**src/rtl/i2cram_pkg.sv**
```systemverilog
// ----------------------------------------------------------------------------
// i2cram_pkg
// Constants, codes and helpers of the I2C register access master.
// ----------------------------------------------------------------------------
package i2cram_pkg;

    localparam int CMD_W      = 2;
    localparam int BYTE_W     = 8;
    localparam int DEV_W      = 7;
    localparam int TICK_W     = 10;
    localparam int BITCNT_W   = 4;
    localparam int PHASE_W    = 4;
    localparam int STAGE_W    = 2;
    localparam int APB_DATA_W = 32;
    localparam int APB_ADDR_W = 3;

    // Commands
    localparam logic [CMD_W-1:0] CMD_TICK  = 2'd0;
    localparam logic [CMD_W-1:0] CMD_READ  = 2'd1;
    localparam logic [CMD_W-1:0] CMD_WRITE = 2'd2;

    // Register indexes (byte address 4*index)
    localparam logic REG_DEV_ADDR    = 1'b0;
    localparam logic REG_PHASE_TICKS = 1'b1;

    // Reset values
    localparam logic [DEV_W-1:0]  DEV_ADDR_RESET    = 7'h68;
    localparam logic [TICK_W-1:0] PHASE_TICKS_RESET = 10'd2;

    // Bit count value of the acknowledge bit
    localparam logic [BITCNT_W-1:0] ACK_BIT = 4'd8;

    // Bus phases
    localparam logic [PHASE_W-1:0] PH_IDLE  = 4'd0;
    localparam logic [PHASE_W-1:0] PH_RS_A  = 4'd1;
    localparam logic [PHASE_W-1:0] PH_RS_B  = 4'd2;
    localparam logic [PHASE_W-1:0] PH_RS_C  = 4'd3;
    localparam logic [PHASE_W-1:0] PH_ST_A  = 4'd4;
    localparam logic [PHASE_W-1:0] PH_BIT_A = 4'd5;
    localparam logic [PHASE_W-1:0] PH_BIT_B = 4'd6;
    localparam logic [PHASE_W-1:0] PH_BIT_C = 4'd7;
    localparam logic [PHASE_W-1:0] PH_SP_A  = 4'd8;
    localparam logic [PHASE_W-1:0] PH_SP_B  = 4'd9;
    localparam logic [PHASE_W-1:0] PH_SP_C  = 4'd10;
    localparam logic [PHASE_W-1:0] PH_SP_D  = 4'd11;

    // Byte of the transaction on the bus
    localparam logic [STAGE_W-1:0] STG_ADDR  = 2'd0;
    localparam logic [STAGE_W-1:0] STG_REG   = 2'd1;
    localparam logic [STAGE_W-1:0] STG_THIRD = 2'd2;
    localparam logic [STAGE_W-1:0] STG_READ  = 2'd3;

    // Data line drive during a bit phase
    function automatic logic bit_sda_low(
        input logic [STAGE_W-1:0]  stage,
        input logic [BITCNT_W-1:0] bit_cnt,
        input logic                shift_msb,
        input logic [BYTE_W-1:0]   bytes_left
    );
        logic result;
        if (stage != STG_READ) begin
            result = (bit_cnt < ACK_BIT) ? ~shift_msb : 1'b0;
        end else if (bit_cnt < ACK_BIT) begin
            result = 1'b0;
        end else begin
            // ack every read byte but the final one
            result = (bytes_left > 8'd1);
        end
        return result;
    endfunction

endpackage

```
**src/rtl/i2c_register_access_master.sv**
```systemverilog
// ----------------------------------------------------------------------------
// i2c_register_access_master
// Open-drain I2C master running register reads and writes, one tick per item.
// ----------------------------------------------------------------------------
// Each input item is one tick of the bus sequencer and yields exactly one
// result item. The block takes one item every clock cycle while the result
// register is empty or being read; the result of an item is registered and
// appears in the cycle after it is accepted, and a new item is taken while
// that result waits as long as the result register is freed in the same cycle.
// The whole phase step (delay counter, clock stretch check, bit shifting, byte
// sequencing) is one level of logic between the sequencer state registers and
// the result register. Commands given while a transaction runs are ignored; a
// read count of zero reads one byte; a phase length of zero counts as one tick.
// NACKs set nack_seen but the transaction still runs to its stop condition.
// ----------------------------------------------------------------------------
module i2c_register_access_master (
    input  logic                               aclk,
    input  logic                               aresetn,
    // configuration port
    input  logic                               psel,
    input  logic                               penable,
    input  logic                               pwrite,
    input  logic [i2cram_pkg::APB_ADDR_W-1:0]  paddr,
    input  logic [i2cram_pkg::APB_DATA_W-1:0]  pwdata,
    output logic [i2cram_pkg::APB_DATA_W-1:0]  prdata,
    output logic                               pready,
    // input channel
    input  logic                               s_valid,
    output logic                               s_ready,
    input  logic [i2cram_pkg::CMD_W-1:0]       s_cmd,
    input  logic [i2cram_pkg::BYTE_W-1:0]      s_reg_index,
    input  logic [i2cram_pkg::BYTE_W-1:0]      s_write_byte,
    input  logic [i2cram_pkg::BYTE_W-1:0]      s_read_count,
    input  logic                               s_scl_in,
    input  logic                               s_sda_in,
    // result channel
    output logic                               m_valid,
    input  logic                               m_ready,
    output logic                               m_scl_low,
    output logic                               m_sda_low,
    output logic                               m_busy_res,
    output logic                               m_byte_valid,
    output logic [i2cram_pkg::BYTE_W-1:0]      m_read_byte,
    output logic                               m_last,
    output logic                               m_nack_seen
);
    import i2cram_pkg::*;

    // configuration
    logic [DEV_W-1:0]  dev_addr_reg;
    logic [TICK_W-1:0] phase_ticks_reg;

    // sequencer state
    logic [PHASE_W-1:0]  phase_reg,   phase_next;
    logic [TICK_W-1:0]   tick_reg,    tick_next;
    logic [BITCNT_W-1:0] bit_reg,     bit_next;
    logic [BYTE_W-1:0]   shift_reg,   shift_next;
    logic [BYTE_W-1:0]   left_reg,    left_next;
    logic                started_reg, started_next;
    logic                is_read_reg, is_read_next;
    logic [BYTE_W-1:0]   hreg_reg,    hreg_next;
    logic [BYTE_W-1:0]   hdata_reg,   hdata_next;
    logic                nack_reg,    nack_next;
    logic [STAGE_W-1:0]  stage_reg,   stage_next;

    // result register
    logic              m_valid_reg;
    logic              scl_low_reg, scl_low_next;
    logic              sda_low_reg, sda_low_next;
    logic              busy_reg,    busy_next;
    logic              bvalid_reg,  bvalid_next;
    logic [BYTE_W-1:0] rbyte_reg,   rbyte_next;
    logic              last_reg,    last_next;
    logic              nseen_reg;

    logic              s_fire;
    logic              cfg_wr;
    logic [TICK_W-1:0] phase_len;
    logic [TICK_W:0]   tick_sum;
    logic              delay_done;
    logic [TICK_W-1:0] delay_tick;

    // ------------------------------------------------------------------
    // Configuration port
    // ------------------------------------------------------------------
    assign pready = 1'b1;
    assign cfg_wr = psel & penable & pwrite & pready;

    always_ff @(posedge aclk) begin
        if (!aresetn) begin
            dev_addr_reg    <= DEV_ADDR_RESET;
            phase_ticks_reg <= PHASE_TICKS_RESET;
        end else if (cfg_wr) begin
            unique case (paddr[2])
                REG_DEV_ADDR:    dev_addr_reg    <= pwdata[DEV_W-1:0];
                REG_PHASE_TICKS: phase_ticks_reg <= pwdata[TICK_W-1:0];
                default: ;
            endcase
        end
    end

    always_comb begin
        unique case (paddr[2])
            REG_DEV_ADDR:    prdata = {{(APB_DATA_W-DEV_W){1'b0}}, dev_addr_reg};
            REG_PHASE_TICKS: prdata = {{(APB_DATA_W-TICK_W){1'b0}}, phase_ticks_reg};
            default:         prdata = '0;
        endcase
    end

    // ------------------------------------------------------------------
    // Handshake
    // ------------------------------------------------------------------
    assign s_ready = ~m_valid_reg | m_ready;
    assign s_fire  = s_valid & s_ready;

    // ------------------------------------------------------------------
    // Half bit delay
    // ------------------------------------------------------------------
    assign phase_len  = (phase_ticks_reg == '0) ? TICK_W'(1) : phase_ticks_reg;
    assign tick_sum   = {1'b0, tick_reg} + (TICK_W+1)'(1);
    assign delay_done = (tick_sum >= {1'b0, phase_len});
    assign delay_tick = delay_done ? '0 : tick_sum[TICK_W-1:0];

    // ------------------------------------------------------------------
    // Phase step
    // ------------------------------------------------------------------
    always_comb begin
        phase_next   = phase_reg;
        tick_next    = tick_reg;
        bit_next     = bit_reg;
        shift_next   = shift_reg;
        left_next    = left_reg;
        started_next = started_reg;
        is_read_next = is_read_reg;
        hreg_next    = hreg_reg;
        hdata_next   = hdata_reg;
        nack_next    = nack_reg;
        stage_next   = stage_reg;
        bvalid_next  = 1'b0;
        rbyte_next   = '0;
        last_next    = 1'b0;

        unique case (phase_reg)
            PH_IDLE: begin
                if (s_cmd == CMD_READ || s_cmd == CMD_WRITE) begin
                    is_read_next = (s_cmd == CMD_READ);
                    hreg_next    = s_reg_index;
                    hdata_next   = s_write_byte;
                    left_next    = (s_read_count == '0) ? BYTE_W'(1) : s_read_count;
                    nack_next    = 1'b0;
                    stage_next   = STG_ADDR;
                    bit_next     = '0;
                    shift_next   = {dev_addr_reg, 1'b0};
                    phase_next   = started_reg ? PH_RS_A : PH_ST_A;
                    tick_next    = '0;
                end
            end
            PH_RS_A: begin
                tick_next = delay_tick;
                if (delay_done) phase_next = PH_RS_B;
            end
            PH_RS_B: begin
                if (s_scl_in) begin
                    phase_next = PH_RS_C;
                    tick_next  = '0;
                end
            end
            PH_RS_C: begin
                tick_next = delay_tick;
                if (delay_done) phase_next = PH_ST_A;
            end
            PH_ST_A: begin
                tick_next = delay_tick;
                if (delay_done) begin
                    started_next = 1'b1;
                    bit_next     = '0;
                    phase_next   = PH_BIT_A;
                end
            end
            PH_BIT_A: begin
                tick_next = delay_tick;
                if (delay_done) phase_next = PH_BIT_B;
            end
            PH_BIT_B: begin
                // wait out clock stretching, then sample
                if (s_scl_in) begin
                    if (stage_reg == STG_READ) begin
                        if (bit_reg < ACK_BIT) shift_next = {shift_reg[BYTE_W-2:0], s_sda_in};
                    end else if (bit_reg >= ACK_BIT && s_sda_in) begin
                        nack_next = 1'b1;
                    end
                    phase_next = PH_BIT_C;
                    tick_next  = '0;
                end
            end
            PH_BIT_C: begin
                tick_next = delay_tick;
                if (delay_done) begin
                    if (bit_reg < ACK_BIT) begin
                        if (stage_reg != STG_READ) shift_next = {shift_reg[BYTE_W-2:0], 1'b0};
                        bit_next   = bit_reg + BITCNT_W'(1);
                        phase_next = PH_BIT_A;
                    end else begin
                        unique case (stage_reg)
                            STG_ADDR: begin
                                stage_next = STG_REG;
                                shift_next = hreg_reg;
                                bit_next   = '0;
                                phase_next = PH_BIT_A;
                            end
                            STG_REG: begin
                                stage_next = STG_THIRD;
                                bit_next   = '0;
                                if (is_read_reg) begin
                                    shift_next = {dev_addr_reg, 1'b1};
                                    phase_next = PH_RS_A;
                                end else begin
                                    shift_next = hdata_reg;
                                    phase_next = PH_BIT_A;
                                end
                            end
                            STG_THIRD: begin
                                if (is_read_reg) begin
                                    stage_next = STG_READ;
                                    shift_next = '0;
                                    bit_next   = '0;
                                    phase_next = PH_BIT_A;
                                end else begin
                                    phase_next = PH_SP_A;
                                end
                            end
                            STG_READ: begin
                                bvalid_next = 1'b1;
                                rbyte_next  = shift_reg;
                                if (left_reg <= BYTE_W'(1)) begin
                                    left_next  = '0;
                                    last_next  = 1'b1;
                                    phase_next = PH_SP_A;
                                end else begin
                                    left_next  = left_reg - BYTE_W'(1);
                                    shift_next = '0;
                                    bit_next   = '0;
                                    phase_next = PH_BIT_A;
                                end
                            end
                            default: ;
                        endcase
                    end
                end
            end
            PH_SP_A: begin
                tick_next = delay_tick;
                if (delay_done) phase_next = PH_SP_B;
            end
            PH_SP_B: begin
                if (s_scl_in) begin
                    phase_next = PH_SP_C;
                    tick_next  = '0;
                end
            end
            PH_SP_C: begin
                tick_next = delay_tick;
                if (delay_done) phase_next = PH_SP_D;
            end
            PH_SP_D: begin
                tick_next = delay_tick;
                if (delay_done) begin
                    started_next = 1'b0;
                    if (!is_read_reg) last_next = 1'b1;
                    phase_next = PH_IDLE;
                end
            end
            default: begin
                phase_next = PH_IDLE;
                tick_next  = '0;
            end
        endcase
    end

    // line drive for the phase being entered
    always_comb begin
        unique case (phase_next)
            PH_RS_A: begin
                scl_low_next = 1'b1;
                sda_low_next = 1'b0;
            end
            PH_ST_A: begin
                scl_low_next = 1'b0;
                sda_low_next = 1'b1;
            end
            PH_BIT_A: begin
                scl_low_next = 1'b1;
                sda_low_next = bit_sda_low(stage_next, bit_next, shift_next[BYTE_W-1],
                                           left_next);
            end
            PH_BIT_B, PH_BIT_C: begin
                scl_low_next = 1'b0;
                sda_low_next = bit_sda_low(stage_next, bit_next, shift_next[BYTE_W-1],
                                           left_next);
            end
            PH_SP_A: begin
                scl_low_next = 1'b1;
                sda_low_next = 1'b1;
            end
            PH_SP_B, PH_SP_C: begin
                scl_low_next = 1'b0;
                sda_low_next = 1'b1;
            end
            default: begin
                scl_low_next = 1'b0;
                sda_low_next = 1'b0;
            end
        endcase
    end

    assign busy_next = (phase_next != PH_IDLE);

    // ------------------------------------------------------------------
    // State and result registers
    // ------------------------------------------------------------------
    always_ff @(posedge aclk) begin
        if (!aresetn) begin
            phase_reg   <= PH_IDLE;
            tick_reg    <= '0;
            bit_reg     <= '0;
            shift_reg   <= '0;
            left_reg    <= '0;
            started_reg <= 1'b0;
            is_read_reg <= 1'b0;
            hreg_reg    <= '0;
            hdata_reg   <= '0;
            nack_reg    <= 1'b0;
            stage_reg   <= STG_ADDR;
        end else if (s_fire) begin
            phase_reg   <= phase_next;
            tick_reg    <= tick_next;
            bit_reg     <= bit_next;
            shift_reg   <= shift_next;
            left_reg    <= left_next;
            started_reg <= started_next;
            is_read_reg <= is_read_next;
            hreg_reg    <= hreg_next;
            hdata_reg   <= hdata_next;
            nack_reg    <= nack_next;
            stage_reg   <= stage_next;
        end
    end

    always_ff @(posedge aclk) begin
        if (!aresetn) begin
            m_valid_reg <= 1'b0;
        end else if (s_fire) begin
            m_valid_reg <= 1'b1;
        end else if (m_ready) begin
            m_valid_reg <= 1'b0;
        end
    end

    always_ff @(posedge aclk) begin
        if (s_fire) begin
            scl_low_reg <= scl_low_next;
            sda_low_reg <= sda_low_next;
            busy_reg    <= busy_next;
            bvalid_reg  <= bvalid_next;
            rbyte_reg   <= rbyte_next;
            last_reg    <= last_next;
            nseen_reg   <= nack_next;
        end
    end

    assign m_valid      = m_valid_reg;
    assign m_scl_low    = scl_low_reg;
    assign m_sda_low    = sda_low_reg;
    assign m_busy_res   = busy_reg;
    assign m_byte_valid = bvalid_reg;
    assign m_read_byte  = rbyte_reg;
    assign m_last       = last_reg;
    assign m_nack_seen  = nseen_reg;

endmodule

```
**config.mk**
```make
export PLATFORM = sky130hd
export DESIGN_NAME = i2c_register_access_master
export DESIGN_NICKNAME = d
export VERILOG_FILES = /design/src/rtl/i2cram_pkg.sv /design/src/rtl/i2c_register_access_master.sv
export SDC_FILE = /design/constraint.sdc
export NUM_CORES = 1
export LEC_CHECK = 0
export BUFFER_PORTS_ARGS = -buffer_cell sky130_fd_sc_hd__buf_2
export CORE_UTILIZATION = 37
export DETAILED_ROUTE_END_ITERATION = 10
export GPL_ROUTABILITY_DRIVEN = 1
export GPL_TIMING_DRIVEN = 0
export PLACE_DENSITY = 0.64
export SETUP_SLACK_MARGIN = 0.1
export SLEW_MARGIN = 20
export SYNTH_ARGS = -nofsm -noshare
export SYNTH_HDL_FRONTEND = slang
export SYNTH_SLANG_ARGS = --single-unit
```
**constraint.sdc**
```tcl
create_clock -name aclk -period 3.45 [get_ports aclk]
set_clock_uncertainty 0.05 [all_clocks]
set_input_delay 0.5175 -clock aclk [delete_from_list [all_inputs] [get_ports aclk]]
set_output_delay 0.5175 -clock aclk [all_outputs]
set_load 0.05 [all_outputs]
```
==> results of run 1 <==
metal layers:
layer  part of all wire  vias to the layer above
li1                   -                     2621
met1               0.43                     2446
met2               0.45                      284
met3              0.085                       41
met4              0.033                        0
met5                  0                        -
critical path, cell delays in order (launching register included):
cell and delay [ns]:
dfxtp_4 0.37, ha_4 0.13, and3_4 0.18, and3_4 0.22
nand3_4 0.09, xnor2_2 0.15, ha_1 0.31, a21o_1 0.17
a21oi_2 0.15, and2_4 0.16, a21boi_4 0.27, nor3b_4 0.09
a221o_1 0.35, a2111oi_2 0.27, and4bb_2 0.31, o21ai_2 0.08
repair_timing:
action                     in CTS  in global routing
setup endpoints to repair      34                 43
resized for setup              44                 28
pin swaps                      11                 26
setup buffers                  19                  3
gates cloned                    2                  0
through the flow:
step | worst slack, ns | power (mW)
floorplan | 0.1044 | 1.555
CTS | -0.1468 | 2.776
detailed placement | -0.5260 | 1.711
finish | -0.1689 | 2.785
global placement | -0.4928 | 1.713
global route | -0.2971 | 2.889
area by class of cell:
type | instances | share of cell area
multi-input combinational | 525 | 0.5010
sequential | 87 | 0.2771
timing repair buffer | 90 | 0.07680
buffer | 62 | 0.05585
clock buffer | 10 | 0.03362
tap | 180 | 0.03307
inverter | 23 | 0.01268
clock inverter | 6 | 0.009921
cells by family (layout without fill, tap and decap cells):
logic type | count (synthesis) | count (layout)
AOI/OAI and AO/OA | 193 | 193
DFF | 87 | 87
muxes | 20 | 20
xor gates and xnor gates | 8 | 8
buffers and inverters | 86 | 191
adders and majority gates | 16 | 16
and+or+nand+nor | 265 | 265
other | 2 | 23
worst paths after layout:
path	end	slack, ns	depth (start not counted)
max	m_sda_low$_DFFE_PP_	-0.17	15
min	dev_addr_reg[6]$_SDFFE_PN1P_	0.34	3
max reg2reg	m_sda_low$_DFFE_PP_	-0.17	15
min reg2reg	hreg_reg[3]$_SDFFE_PN0P_	0.41	2
placed cells by master, fill, tap and decap left out, drive strengths merged, types with 3 or more instances in the layout:
cell / count
buf: 126
nand2: 110
dfxtp: 73
nor2: 51
a21boi: 43
o21ai: 41
a21oi: 39
clkbuf: 36
inv: 26
conb: 23
ha: 16
nand3: 16
nor3: 15
edfxtp: 14
and2: 14
mux2i: 12
a31oi: 10
or3: 10
mux2: 8
a22oi: 8
o22ai: 8
nor2b: 7
nand2b: 6
o211a: 6
nand3b: 6
nor4: 6
and3: 6
xor2: 5
nand4: 5
nor3b: 5
a21o: 4
a222oi: 4
xnor2: 3
a221oi: 3
where the power goes:
group          internal (mW)  switching, mW
registers               1.08         0.0389
logic                  0.236          0.427
clock network          0.568          0.433
==> results.py, run 1 <==
metrics = {
    "worst_setup_path": {
        "criticalPathCategory": "reg -> reg",
        "end_kind": "register",
        "path_max_fanout": 4,
        "startpoint_type": "register",
        "timing.rr.start": "tick_reg[0]$_SDFFE_PN0P_",
        "startpoint": "tick_reg[0]$_SDFFE_PN0P_",
        "required_ns": 3.50,
        "arrival_ns": 3.67,
    },
    "final_layout": {
        "n_antenna_cell": 0,
        "syn_to_final_growth_pct": 26.97,
        "multiInputGateArea_mm2": 0.003412,
        "final_nets": 884,
        "regArea_mm2": 0.001887,
        "fin_cells": 983,
        "final_util": 0.4869,
        "fillers": 1373,
        "layout-drive-gt1-share": 0.2416,
        "final_cell_area_mm2": 0.006810,
    },
    "detailed_routing": {
        "via_count": 5392,
        "vias_per_cell": 5.485,
        "finalWirelength_um": 16060,
        "post-route-drc-count": 0,
        "drt_iter0_drc": 406,
        "dr.pass1.iters": 7,
        "ant_nets": 0,
        "wl_per_cell_um": 16.34,
    },
    "global_routing": {
        "use_met1": 0.2850,
        "globalRouteMet3Util": 0.04043,
        "grt_overflow": 0,
        "grt_pass1_vias": 5008,
        "grt_pass1_wl_um": 25210,
        "grt_start_max_net_pins": 24,
        "grt_antenna_before_repair": 0,
        "track_usage": 0.2176,
        "met2_usage": 0.3406,
        "grt_busiest_layer": "met2",
    },
    "placed_design": {
        "dp_hpwl_um": 11400,
        "place_inst": 947,
        "place.gp.congestion": 0.9157,
        "io_buffers": 69,
        "dpl_cell_area_mm2": 0.006077,
    },
    "pwr": {
        "powerDensity_mw_per_mm2": 409.0,
        "p_leak_nw": 2.746,
        "ir_worst_vdd_mv": 0.2869,
    },
    "clock_tree": {
        "cts_tree": "done",
        "clkSlewWorstSetupHoldPaths_ns": 0.07,
        "root_buffer": "clkbuf_16",
        "ctsHoldBuffers": 0,
        "clockBufferDepth": 2,
        "numCtsBuffers": 9,
        "htree_levels": 3,
        "clock_sinks": 87,
        "clk_latency_ns": 0.36,
    },
    "timing": {
        "finalCritPeriodShare": 1.049,
        "final.setup.worst_slack_ns": -0.1689,
        "rsz0062_at_grt": "yes",
        "tns_ns": -0.1857,
        "max_slew_margin": 0.4195,
        "finalHoldViolCount": 0,
        "whs_ns": 0.3395,
        "final_max_slew_viol_count": 0,
        "worstMarginPinSlew_ns": 0.8650,
        "setup_viol": 2,
        "timing.fmax_ghz": 0.2763,
        "post-route-min-period_ns": 3.619,
    },
    "synthesis": {
        "synth_edf_count": 14,
        "synth_common_cells": "nand2_1, dfxtp_1, nor2_1",
        "synth_top_family_by_area": "compound AO/OA/AOI/OAI gates",
        "async_flop_share": 0,
        "syn_inst": 677,
        "synth_top_area_share": 0.2725,
        "synth-compound-area-share": 0.2405,
        "ys_top_cells_by_area": "dfxtp_1, edfxtp_1, nand2_1",
        "ys.flop_type": "dfxtp_1",
        "syn_area_mm2": 0.005364,
        "yosys.area.top_type": "dfxtp_1",
        "yosysMostFrequentCell": "nand2_1",
        "yosys_warnings": 0,
        "synthAdderAreaFrac": 0.03732,
        "synth_xor_area_frac": 0.01306,
        "ys_ff_latch": 87,
        "synth-simple-area-share": 0.2368,
        "seq_area_frac_synth": 0.3508,
        "muxShareOfSynthArea": 0.03919,
        "avgSynthCellArea_um2": 7.923,
        "yosysUniqueCellTypes": 71,
    },
    "min_path": {
        "hold_path_startpoint": "pwdata[6]",
        "min_path_type": "in -> reg",
    },
    "floorplanning": {
        "ios": 119,
        "die-height_um": 122.4,
        "rows": 43,
        "fp.dieArea_mm2": 0.01498,
        "fp.coreArea_mm2": 0.01399,
        "die_w_um": 122.4,
        "start_util": 0.3835,
    },
    "outcome": {
        "violations": "negative setup slack",
        "status": "finished, violations left",
    },
    "job": {
        "drv_cap": 0,
    },
}
Note: power is estimated with default switching activity, not from simulation.
==> run 2: changes to the inputs <==
--- a/config.mk
+++ b/config.mk
@@ -9,7 +9,6 @@
 export CORE_UTILIZATION = 37
 export DETAILED_ROUTE_END_ITERATION = 10
 export GPL_ROUTABILITY_DRIVEN = 1
-export GPL_TIMING_DRIVEN = 0
 export PLACE_DENSITY = 0.64
 export SETUP_SLACK_MARGIN = 0.1
 export SLEW_MARGIN = 20
==> run 2 against run 1 <==
  * Sequential power barely moved
  * Maximum frequency up 6.6%
  * Worst hold slack got worse by 0.0049 ns
  * Critical endpoint unchanged
  * The flow now finishes without violations
  * First-iteration DRC count decreased by 28%
  * Count of clock-buffer cells in the layout up 1
  * Register-to-register slack better by 0.22 ns
  * Routed wire length is 9.4% lower
  * Combinational power down 8.4%
  * Flip-flop and latch count did not move
==> results.py, run 2 (synthesis results as in run 1) <==
metrics = {
    "outcome": {
        "status": "complete, no violations",
    },
    "clock_tree": {
        "clock_sinks": 87,
        "numCtsBuffers": 9,
        "clk_latency_ns": 0.36,
        "htree_levels": 3,
        "root_buffer": "clkbuf_16",
        "cts_tree": "done",
        "clockBufferDepth": 2,
        "clkSlewWorstSetupHoldPaths_ns": 0.07,
    },
    "global_routing": {
        "grt_start_max_net_pins": 58,
        "grt_pass1_vias": 4770,
        "grt_pass1_wl_um": 23530,
        "grt_antenna_before_repair": 0,
        "track_usage": 0.2023,
        "grt_overflow": 0,
    },
    "timing": {
        "finalHoldViolCount": 0,
        "finalCritPeriodShare": 0.9838,
        "setup_viol": 0,
        "final.setup.worst_slack_ns": 0.05583,
        "final_max_slew_viol_count": 0,
        "timing.fmax_ghz": 0.2946,
        "max_slew_margin": 0.3435,
        "worstMarginPinSlew_ns": 0.9847,
        "whs_ns": 0.3346,
        "post-route-min-period_ns": 3.394,
        "rsz0062_at_grt": "yes",
        "tns_ns": 0,
    },
    "worst_setup_path": {
        "path_max_fanout": 8,
        "arrival_ns": 3.45,
        "end_kind": "register",
        "criticalPathCategory": "reg -> reg",
        "reg2regPathDepth": 15,
        "startpoint_type": "register",
        "required_ns": 3.51,
    },
    "detailed_routing": {
        "vias_per_cell": 5.370,
        "dr.pass1.iters": 8,
        "post-route-drc-count": 0,
        "finalWirelength_um": 14560,
        "drt_iter0_drc": 291,
        "ant_nets": 0,
        "via_count": 5187,
        "wl_per_cell_um": 15.07,
    },
    "floorplanning": {
        "fp.dieArea_mm2": 0.01498,
        "fp.coreArea_mm2": 0.01399,
        "ios": 119,
        "die_w_um": 122.4,
        "die-height_um": 122.4,
        "rows": 43,
        "start_util": 0.3835,
    },
    "placed_design": {
        "io_buffers": 71,
        "place.gp.congestion": 0.8820,
        "pre_cts_ws_ns": -0.09443,
        "dp_hpwl_um": 10540,
    },
    "final_layout": {
        "syn_to_final_growth_pct": 23.68,
        "n_antenna_cell": 0,
        "fillers": 1405,
        "mostFrequentLayoutCell": "nand2_1",
        "final_nets": 867,
        "final_cell_mix": "nand2_1, dfxtp_1, buf_2",
        "layout-drive-gt1-share": 0.2443,
    },
    "pwr": {
        "p_leak_nw": 2.730,
        "ir_worst_vdd_mv": 0.2531,
        "powerDensity_mw_per_mm2": 418.9,
    },
    "min_path": {
        "min_path_type": "in -> reg",
        "worstHoldPathCells": 3,
    },
    "job": {
        "drv_cap": 0,
    },
}
==> run 2: changes by cell type in the layout (fill, tap and decap cells not counted), sizes merged <==
cell,delta
buf,+9
clkbuf,-25
inv,-1
==> run 2: critical path, cell delays in order, from the launching register on <==
cell and delay (ns):
dfxtp_1 0.34, nor4_2 0.30, buf_4 0.16, a41o_1 0.16, ha_1 0.21, nand2b_1 0.14, a31oi_1 0.30, o21bai_2 0.16
buf_4 0.16, a41oi_2 0.22, buf_4 0.21, a21o_1 0.14, o22a_1 0.18, o21ai_0 0.10, a31oi_1 0.21, o21ai_2 0.09
==> run 2: area by class of cell <==
class / instances / area, um^2 / share of cell area
clock buffers: 11 / 254.0 / 0.03829
clock inverters: 5 / 62.56 / 0.009430
inverters: 23 / 86.33 / 0.01301
multi-input cells: 525 / 3269 / 0.4928
flip-flops and latches: 87 / 1884 / 0.2840
well taps: 180 / 225.2 / 0.03395
repair buffers: 135 / 852.1 / 0.1284
==> run 2: path summary, 6_finish.rpt <==
path	from	endpoint	slack, ns
max	phase_ticks_reg[6]$_SDFFE_PN0P_	m_sda_low$_DFFE_PP_	0.06
min	pwdata[5]	dev_addr_reg[5]$_SDFFE_PN1P_	0.33
max reg2reg	phase_ticks_reg[6]$_SDFFE_PN0P_	m_sda_low$_DFFE_PP_	0.06
min reg2reg	hreg_reg[6]$_SDFFE_PN0P_	hreg_reg[6]$_SDFFE_PN0P_	0.42
==> run 2: through the flow <==
stage	instances	util	cell area (um^2)	power (mW)
detailed placement	947	0.4433	6201	1.727
floorplan	698	-	5505	1.555
CTS	966	0.4706	6583	2.781
global route	966	0.4742	6634	2.891
global placement	947	0.4433	6201	1.724
finish	966	0.4742	6634	2.779
==> run 2: report_power, final <==
group          switching (mW)  total [mW]  leakage (nW)  internal, mW
clock network           0.432        1.04         0.156         0.611
registers              0.0455        1.13         0.733          1.08
logic                   0.382       0.607          1.84         0.225
total                   0.860        2.78          2.73          1.92
==> run 2: what timing repair did <==
| item | 4_1_cts | 5_1_grt |
|---|---|---|
| pin swaps | 10 | 7 |
| hold buffers | 0 | 0 |
| gates resized for setup | 10 | 14 |
| hold endpoints to repair | 0 | 0 |
| endpoints found under the setup margin | 3 | 28 |
| buffers inserted | 3 | 0 |
==> run 2: layer usage <==
| layer | global-route usage | wire length [um] | share of wire | vias up |
|---|---|---|---|---|
| met5 | 0 | 0 | 0 | - |
| met4 | 0.07927 | 242 | 0.017 | 0 |
| li1 | - | - | - | 2589 |
| met3 | 0.03857 | 928 | 0.064 | 19 |
| met1 | 0.2653 | 6641 | 0.46 | 2381 |
| met2 | 0.3262 | 6745 | 0.46 | 198 |
